**src/rtl/mdtag_pkg.sv**
```systemverilog
package mdtag_pkg;

  localparam int CHAR_W = 8;
  localparam int POS_W  = 31;
  localparam int RUN_W  = 16;

  localparam logic [POS_W-1:0] POS_MAX = {POS_W{1'b1}};
  localparam logic [RUN_W-1:0] RUN_MAX = {RUN_W{1'b1}};

  localparam logic [CHAR_W-1:0] CH_ZERO  = 8'h30;
  localparam logic [CHAR_W-1:0] CH_NINE  = 8'h39;
  localparam logic [CHAR_W-1:0] CH_CARET = 8'h5E;
  localparam logic [CHAR_W-1:0] CH_A     = 8'h41;
  localparam logic [CHAR_W-1:0] CH_C     = 8'h43;
  localparam logic [CHAR_W-1:0] CH_G     = 8'h47;
  localparam logic [CHAR_W-1:0] CH_T     = 8'h54;

  typedef struct packed {
    logic [CHAR_W-1:0] md_char;
    logic [POS_W-1:0]  ref_start;
    logic              last;
  } in_item_t;

  typedef struct packed {
    logic [POS_W-1:0] ref_position;
    logic             has_position;
    logic             end_of_record;
  } result_t;

endpackage

```
**src/rtl/mdtag_in_if.sv**
```systemverilog
interface mdtag_in_if;
  import mdtag_pkg::*;

  logic              valid;
  logic              ready;
  logic [CHAR_W-1:0] md_char;
  logic [POS_W-1:0]  ref_start;
  logic              last;

  modport source (output valid, output md_char, output ref_start, output last,
                  input ready);
  modport sink   (input valid, input md_char, input ref_start, input last,
                  output ready);
endinterface

```
**src/rtl/mdtag_out_if.sv**
```systemverilog
interface mdtag_out_if;
  import mdtag_pkg::*;

  logic             valid;
  logic             ready;
  logic [POS_W-1:0] ref_position;
  logic             has_position;
  logic             end_of_record;

  modport source (output valid, output ref_position, output has_position,
                  output end_of_record, input ready);
  modport sink   (input valid, input ref_position, input has_position,
                  input end_of_record, output ready);
endinterface

```
**src/rtl/mdtag_parse.sv**
```systemverilog
module mdtag_parse #(
  parameter int LENGTH_BITS = 24
) (
  input  logic                clk,
  input  logic                rst_n,
  input  logic                step,
  input  mdtag_pkg::in_item_t item,
  output mdtag_pkg::result_t  res,
  output logic                emit
);
  import mdtag_pkg::*;

  localparam int MW    = LENGTH_BITS + 4;
  localparam int SUM_W = ((LENGTH_BITS > POS_W) ? LENGTH_BITS : POS_W) + 1;

  logic [LENGTH_BITS-1:0] offset_r, offset_nxt;
  logic [LENGTH_BITS-1:0] acc_r, acc_nxt;
  logic [RUN_W-1:0]       run_len_r, run_len_nxt;
  logic                   caret_r, caret_nxt;
  logic                   base_r, base_nxt;
  logic                   in_digits_r, in_digits_nxt;

  function automatic logic [LENGTH_BITS-1:0] sat_add(input logic [LENGTH_BITS-1:0] a,
                                                     input logic [LENGTH_BITS-1:0] b);
    logic [LENGTH_BITS:0] s;
    s = {1'b0, a} + {1'b0, b};
    return s[LENGTH_BITS] ? {LENGTH_BITS{1'b1}} : s[LENGTH_BITS-1:0];
  endfunction

  logic                   is_digit, is_caret, is_base;
  logic [3:0]             digit;
  logic [MW-1:0]          prod;
  logic [LENGTH_BITS-1:0] acc_sat;
  logic [LENGTH_BITS-1:0] off_pre;
  logic [RUN_W-1:0]       run_inc;
  logic [RUN_W-1:0]       cl_len;
  logic                   cl_caret, cl_base, cl_open, do_close, hit;
  logic [LENGTH_BITS-1:0] cl_off, add_amt;
  logic [SUM_W-1:0]       pos_sum;
  logic [POS_W-1:0]       pos;

  always_comb begin
    is_digit = (item.md_char >= CH_ZERO) && (item.md_char <= CH_NINE);
    is_caret = (item.md_char == CH_CARET);
    is_base  = (item.md_char == CH_A) || (item.md_char == CH_C) ||
               (item.md_char == CH_G) || (item.md_char == CH_T);
    digit    = 4'(item.md_char - CH_ZERO);

    // acc * 10 + digit as two shifts and two adds
    prod    = ({4'b0, acc_r} << 3) + ({4'b0, acc_r} << 1) + MW'(digit);
    acc_sat = (prod[MW-1:LENGTH_BITS] != 4'b0) ? {LENGTH_BITS{1'b1}}
                                                : prod[LENGTH_BITS-1:0];

    // a non-digit ends any digit run first
    off_pre = in_digits_r ? sat_add(offset_r, acc_r) : offset_r;
    run_inc = (run_len_r == RUN_MAX) ? run_len_r : run_len_r + 1'b1;

    // the run that closes: the open one on a digit, the lengthened one on last
    cl_len   = is_digit ? run_len_r : run_inc;
    cl_caret = is_digit ? caret_r : (caret_r | is_caret);
    cl_base  = is_digit ? base_r  : (base_r | is_base);
    cl_off   = is_digit ? offset_r : off_pre;
    cl_open  = (cl_len != '0);
    do_close = is_digit || item.last;
    hit      = do_close && cl_open && !cl_caret && cl_base;

    pos_sum = SUM_W'(item.ref_start) + SUM_W'(cl_off);
    pos     = (pos_sum > SUM_W'(POS_MAX)) ? POS_MAX : pos_sum[POS_W-1:0];

    // only a closing on a digit carries its offset forward
    if (run_len_r != '0 && caret_r) begin
      add_amt = LENGTH_BITS'(run_len_r - 1'b1);
    end else if (run_len_r != '0 && base_r) begin
      add_amt = LENGTH_BITS'(1);
    end else begin
      add_amt = '0;
    end

    emit              = hit || item.last;
    res.ref_position  = hit ? pos : '0;
    res.has_position  = hit;
    res.end_of_record = item.last;

    if (item.last) begin
      offset_nxt    = '0;
      acc_nxt       = '0;
      run_len_nxt   = '0;
      caret_nxt     = 1'b0;
      base_nxt      = 1'b0;
      in_digits_nxt = 1'b0;
    end else if (is_digit) begin
      offset_nxt    = sat_add(offset_r, add_amt);
      acc_nxt       = acc_sat;
      run_len_nxt   = '0;
      caret_nxt     = 1'b0;
      base_nxt      = 1'b0;
      in_digits_nxt = 1'b1;
    end else begin
      offset_nxt    = off_pre;
      acc_nxt       = '0;
      run_len_nxt   = run_inc;
      caret_nxt     = caret_r | is_caret;
      base_nxt      = base_r | is_base;
      in_digits_nxt = 1'b0;
    end
  end

  always_ff @(posedge clk) begin
    if (!rst_n) begin
      offset_r    <= '0;
      acc_r       <= '0;
      run_len_r   <= '0;
      caret_r     <= 1'b0;
      base_r      <= 1'b0;
      in_digits_r <= 1'b0;
    end else if (step) begin
      offset_r    <= offset_nxt;
      acc_r       <= acc_nxt;
      run_len_r   <= run_len_nxt;
      caret_r     <= caret_nxt;
      base_r      <= base_nxt;
      in_digits_r <= in_digits_nxt;
    end
  end

  a_runs_exclusive: assert property (@(posedge clk) disable iff (!rst_n)
    in_digits_r |-> (run_len_r == '0 && !caret_r && !base_r))
    else $error("digit run and non-digit run open together");

  a_acc_idle_zero: assert property (@(posedge clk) disable iff (!rst_n)
    !in_digits_r |-> (acc_r == '0))
    else $error("match length held outside a digit run");

  a_record_clears: assert property (@(posedge clk) disable iff (!rst_n)
    (step && item.last) |=> (offset_r == '0 && run_len_r == '0 && !in_digits_r))
    else $error("state not cleared after the last character");

endmodule

```
**src/rtl/md_tag_mismatch_positions.sv**
```systemverilog
// Takes one MD tag character per cycle and returns a result whenever a
// mismatch run closes, and exactly one result (end_of_record set, also with
// any mismatch closing there) on each record's last character. A request is
// held in an input register and its result in an output register before it
// is offered. The offset and run registers update on each step, so the
// sustained rate is one character per cycle while no result stalls;
// in_chan.ready drops only while a finished result waits and the held
// character would produce another one.
module md_tag_mismatch_positions #(
  parameter int LENGTH_BITS = 24
) (
  input  logic               clk,
  input  logic               rst_n,
  mdtag_in_if.sink           in_chan,
  mdtag_out_if.source        out_chan
);
  import mdtag_pkg::*;

  logic     in_valid_r;
  in_item_t in_item_r;
  logic     out_valid_r;
  result_t  out_res_r;

  result_t  res;
  logic     emit;
  logic     out_free;
  logic     step;

  assign out_free      = !out_valid_r || out_chan.ready;
  assign step          = in_valid_r && (!emit || out_free);
  assign in_chan.ready = !in_valid_r || step;

  always_ff @(posedge clk) begin
    if (!rst_n) begin
      in_valid_r <= 1'b0;
    end else if (in_chan.valid && in_chan.ready) begin
      in_valid_r <= 1'b1;
    end else if (step) begin
      in_valid_r <= 1'b0;
    end
  end

  always_ff @(posedge clk) begin
    if (in_chan.valid && in_chan.ready) begin
      in_item_r.md_char   <= in_chan.md_char;
      in_item_r.ref_start <= in_chan.ref_start;
      in_item_r.last      <= in_chan.last;
    end
  end

  mdtag_parse #(
    .LENGTH_BITS (LENGTH_BITS)
  ) u_parse (
    .clk   (clk),
    .rst_n (rst_n),
    .step  (step),
    .item  (in_item_r),
    .res   (res),
    .emit  (emit)
  );

  always_ff @(posedge clk) begin
    if (!rst_n) begin
      out_valid_r <= 1'b0;
    end else if (step && emit) begin
      out_valid_r <= 1'b1;
    end else if (out_chan.ready) begin
      out_valid_r <= 1'b0;
    end
  end

  always_ff @(posedge clk) begin
    if (step && emit) begin
      out_res_r <= res;
    end
  end

  assign out_chan.valid         = out_valid_r;
  assign out_chan.ref_position  = out_res_r.ref_position;
  assign out_chan.has_position  = out_res_r.has_position;
  assign out_chan.end_of_record = out_res_r.end_of_record;

  a_result_has_cause: assert property (@(posedge clk) disable iff (!rst_n)
    out_valid_r |-> (out_res_r.has_position || out_res_r.end_of_record))
    else $error("result without mismatch or end of record");

  a_no_position_zero: assert property (@(posedge clk) disable iff (!rst_n)
    (out_valid_r && !out_res_r.has_position) |-> (out_res_r.ref_position == '0))
    else $error("position set on a result without mismatch");

  a_blocked_item_held: assert property (@(posedge clk) disable iff (!rst_n)
    (in_valid_r && !step) |=> (in_valid_r && $stable(in_item_r)))
    else $error("held character lost or changed while blocked");

endmodule
```
**src/flat_wrapper.sv**
```systemverilog
// flat-port wrapper written by rule: the top's interface ports become plain ports
module md_tag_mismatch_positions_flat import mdtag_pkg::*;
#(
  parameter int LENGTH_BITS = 24
)
  (clk, rst_n, in_chan_valid, in_chan_md_char, in_chan_ref_start, in_chan_last, in_chan_ready, out_chan_valid, out_chan_ref_position, out_chan_has_position, out_chan_end_of_record, out_chan_ready);
  mdtag_in_if in_chan_i ();
  mdtag_out_if out_chan_i ();
  input  logic clk;
  input  logic rst_n;
  input wire logic [$bits(in_chan_i.valid)-1:0] in_chan_valid;
  input wire logic [$bits(in_chan_i.md_char)-1:0] in_chan_md_char;
  input wire logic [$bits(in_chan_i.ref_start)-1:0] in_chan_ref_start;
  input wire logic [$bits(in_chan_i.last)-1:0] in_chan_last;
  output wire logic [$bits(in_chan_i.ready)-1:0] in_chan_ready;
  output wire logic [$bits(out_chan_i.valid)-1:0] out_chan_valid;
  output wire logic [$bits(out_chan_i.ref_position)-1:0] out_chan_ref_position;
  output wire logic [$bits(out_chan_i.has_position)-1:0] out_chan_has_position;
  output wire logic [$bits(out_chan_i.end_of_record)-1:0] out_chan_end_of_record;
  input wire logic [$bits(out_chan_i.ready)-1:0] out_chan_ready;
  assign in_chan_i.valid = in_chan_valid;
  assign in_chan_i.md_char = in_chan_md_char;
  assign in_chan_i.ref_start = in_chan_ref_start;
  assign in_chan_i.last = in_chan_last;
  assign in_chan_ready = in_chan_i.ready;
  assign out_chan_valid = out_chan_i.valid;
  assign out_chan_ref_position = out_chan_i.ref_position;
  assign out_chan_has_position = out_chan_i.has_position;
  assign out_chan_end_of_record = out_chan_i.end_of_record;
  assign out_chan_i.ready = out_chan_ready;
  md_tag_mismatch_positions #(.LENGTH_BITS(LENGTH_BITS)) u_core (.clk(clk), .rst_n(rst_n), .in_chan(in_chan_i), .out_chan(out_chan_i));
endmodule
```
**config.mk**
```make
export PLATFORM = sky130hd
export DESIGN_NAME = md_tag_mismatch_positions_flat
export DESIGN_NICKNAME = d
export VERILOG_FILES = /design/src/rtl/mdtag_pkg.sv /design/src/rtl/mdtag_in_if.sv /design/src/rtl/mdtag_out_if.sv /design/src/rtl/mdtag_parse.sv /design/src/rtl/md_tag_mismatch_positions.sv /design/src/flat_wrapper.sv
export SDC_FILE = /design/constraint.sdc
export NUM_CORES = 1
export LEC_CHECK = 0
export BUFFER_PORTS_ARGS = -buffer_cell sky130_fd_sc_hd__buf_2
export CORE_MARGIN = 1.5
export CORE_UTILIZATION = 30
export DETAILED_ROUTE_END_ITERATION = 16
export PLACE_DENSITY_LB_ADDON = 0.15
export SYNTH_ARGS = -nofsm -noshare
export SYNTH_HDL_FRONTEND = slang
export SYNTH_SLANG_ARGS = --single-unit
```
**constraint.sdc**
```tcl
create_clock -name clk -period 11.85 [get_ports clk]
set_input_delay 3.555 -clock clk [delete_from_list [all_inputs] [get_ports clk]]
set_output_delay 3.555 -clock clk [all_outputs]
set_load 0.05 [all_outputs]
```
==> reports/results.ini <==
[outcome]
status = finished clean

[final_layout]
fin_area_mm2 = 0.01335
drive_gt1_frac = 0.09783
insertedDiodeCount = 0
layout-area-overhead-vs-synth_pct = 12.52
nets = 1629
post-route-util = 0.3438

[sta]
rsz0062_at_grt = false
worstMarginPinSlew_ns = 1.208
fin_setup_tns_ns = 0
relSlewSlack = 0.1736
timing.final.crit_share = 0.6814
setup_viol = 0
finalHoldViolations = 0
whs_ns = 0.5133
finalCriticalPeriod_ns = 8.075
fmax_mhz = 123.8
drv_slew = 0
clock_skew_ns = 0.01057

[global_route]
grt_usage = 0.1765
grt_max_degree = 44
grt_pass1_wl_um = 57480
antenna_found_initial = 0
grt_pass1_vias = 10520
grt_overflow = 0

[placement]
detailedPlacementHpwl_um = 27300
io_buffers = 78
gp_congestion = 0.8981
place_area_mm2 = 0.01275

[synthesis]
ys_async_sr_fraction = 0
synth-edff-count = 73
yosysSeqAreaShare = 0.3012
ys.flop_type = edfxtp_1
synth_cells = 1409
synth_top_cell_area_share = 0.1848
synth_area_leader_cell = edfxtp_1
netlist_area_mm2 = 0.01187
synthDistinctLibCells = 81
synthTopCellsByArea = edfxtp_1 (18%), ha_1 (13%), dfxtp_1 (12%)
yosysWarnings = 0
yosys_register_bits = 142
avgSynthCellArea_um2 = 8.421

[clocking]
clkSlewWorstSetupHoldPaths_ns = 0.07
clk_latency_ns = 0.44
cts_buffer_depth = 2
htree_levels = 4
clock_sinks = 142
cts_buffers = 17
cts_tree = done
cts_setup_buffers = 0
ctsHoldBuffers = 0
clockRootBuffer = clkbuf_16
cts_resized = 0

[drt]
drtIter0Drc = 748
dr.pass1.iters = 5
num_vias = 10810
drc = 0
finalWirelength_um = 35910
wl_per_cell_um = 18.04
drtAntennaViolNets = 0
vias_per_cell = 5.432

[floorplanning]
rows = 72
core_area_mm2 = 0.03883
io_pins = 79
die_w_um = 201.9
start_util = 0.3056
die_height_um = 201.9
dieArea_mm2 = 0.04075

[worst_setup_path]
worst-r2r-setup-slack_ns = 4.60
r2r_start = u_core.u_parse.offset_r[0]
startpoint_type = input port
cp-end-kind = output port
rr_endpoint = u_core.out_chan.ref_position[13]
r2r_cells = 20
cp.arrival_ns = 4.52
critical_path.max_fanout = 5
cp_data_required_time_ns = 8.30
critical_path_class = in -> out

[power]
fin_total_pwr_mw = 1.186
ir_drop_v = 0.00009489
power_frac_comb = 0.078
switching_power_uw = 298.8
p_sw_frac = 0.2518
p_leak_nw = 6.013
p_seq_frac = 0.451
pwr-share-clk = 0.471
p_per_area_mw_per_mm2 = 88.86
internal_power_uw = 887.6

[hold_path]
hold_depth = 2
hp-start = u_core.u_parse.offset_r[21]
hold_path.class = reg -> reg
whs_endpoint = u_core.u_parse.offset_r[21]

[job]
drv_cap = 0

==> worst max-delay path, stage by stage <==
cell	delay, ns
buf_2	0.10
nor2b_1	0.45
nand3_1	0.17
buf_2	0.25
==> worst max-delay path by stage <==
stage / startpoint / slack (ns) / end / cells past startpoint
after global placement: out_chan_ready / 3.80 / in_chan_ready / 4
final: out_chan_ready / 3.78 / in_chan_ready / 4
after detailed placement: out_chan_ready / 3.77 / in_chan_ready / 4
after floorplan: out_chan_ready / 3.94 / in_chan_ready / 2
after CTS: out_chan_ready / 3.76 / in_chan_ready / 4
after global routing: out_chan_ready / 3.67 / in_chan_ready / 4
==> routing by layer <==
metal / track usage / vias to the layer above / wire (um)
met5: 0 / - / 0
met4: 0.04638 / 0 / 559
met3: 0.02773 / 40 / 1578
met2: 0.2855 / 256 / 16190
met1: 0.2437 / 5112 / 17580
li1: - / 5401 / -
==> through the flow <==
| step | setup WS (ns) | std cells |
|---|---|---|
| final | 3.775 | 1990 |
| after global routing | 3.672 | 1990 |
| after CTS | 3.764 | 1990 |
| after detailed placement | 3.765 | 1958 |
| after global placement | 3.797 | 1958 |
| after floorplan | 3.945 | 1416 |
==> final cells by class <==
cell class	instances	area, um^2
fillers	4025	25480
multi-input cells	1154	7858
flip-flops and latches	142	3573
well taps	518	648.1
clock buffers	20	467.9
repair buffers	86	450.4
inverters	58	217.7
clock inverters	12	135.1
==> placed cells by master (no fill, tap or decap), drive strengths merged, types with 34 or more instances in the layout <==
cell type  synthesis  final
xnor2             45     45
dfxtp             69     69
o21ai             80     80
inv               57     59
edfxtp            73     73
a21oi            136    136
a21o              40     40
buf               28     86
ha               121    121
nand2            125    125
nand3             61     61
nor3              34     34
xor2              36     36
nor2             120    120
==> state kept, by name, summed over array words and instances (netlist names) <==
name and flops:
u_core.in_item_r 40, u_core.in_valid_r 1, u_core.out_chan.end_of_record 1, u_core.out_chan.has_position 1, u_core.out_chan.ref_position 31, u_core.out_chan.valid 1
u_core.u_parse.acc_r 24, u_core.u_parse.base_r 1, u_core.u_parse.caret_r 1, u_core.u_parse.in_digits_r 1, u_core.u_parse.offset_r 24, u_core.u_parse.run_len_r 16
==> power by group through the flow <==
stage / clock (mW) / sequential (mW) / combinational, mW
after CTS: 0.573 / 0.536 / 0.0926
after global placement: 0 / 0.547 / 0.0917
final: 0.559 / 0.536 / 0.0923
after global routing: 0.589 / 0.537 / 0.102
after detailed placement: 0 / 0.546 / 0.0918
after floorplan: 0 / 0.549 / 0.0564
==> Yosys cell counts, types with 4 or more instances <==
cell type	instances
a211o_1	4
nand4_1	20
xor2_1	36
o31a_1	4
nand3_1	60
o221ai_1	9
o21ai_0	76
nand3b_1	7
nor4_1	11
edfxtp_1	73
a211oi_1	18
nor2_1	119
xnor2_1	45
o21bai_1	10
a41oi_1	7
o21a_1	22
o221a_2	6
and3_1	19
dfxtp_1	69
and2_1	7
nor2b_1	14
nand2_1	125
inv_1	57
clkbuf_1	34
ha_1	121
o31ai_1	6
o22ai_1	6
nand2b_1	16
mux2i_1	5
a22o_1	26
a21boi_0	8
buf_4	4
a2111oi_0	10
or3_1	12
a31oi_1	27
a21oi_1	135
nor3_1	34
buf_2	15
o41ai_1	5
fa_1	5
o211ai_1	12
o21ai_1	4
buf_1	6
a21o_1	40
==> logic make-up (layout without fill, tap and decap cells) <==
kind of cell / after synthesis / after routing / synth area share
compound gates: 472 / 472 / 0.2678
xor+xnor: 81 / 81 / 0.05979
fa+ha+maj: 126 / 126 / 0.1360
buf+inv: 120 / 176 / 0.04271
flops: 142 / 142 / 0.3012
mux: 5 / 5 / 0.004218
other cells: 1 / 8 / 0.0003161
simple gates: 462 / 462 / 0.1879
Note: power is estimated with default switching activity, not from simulation.
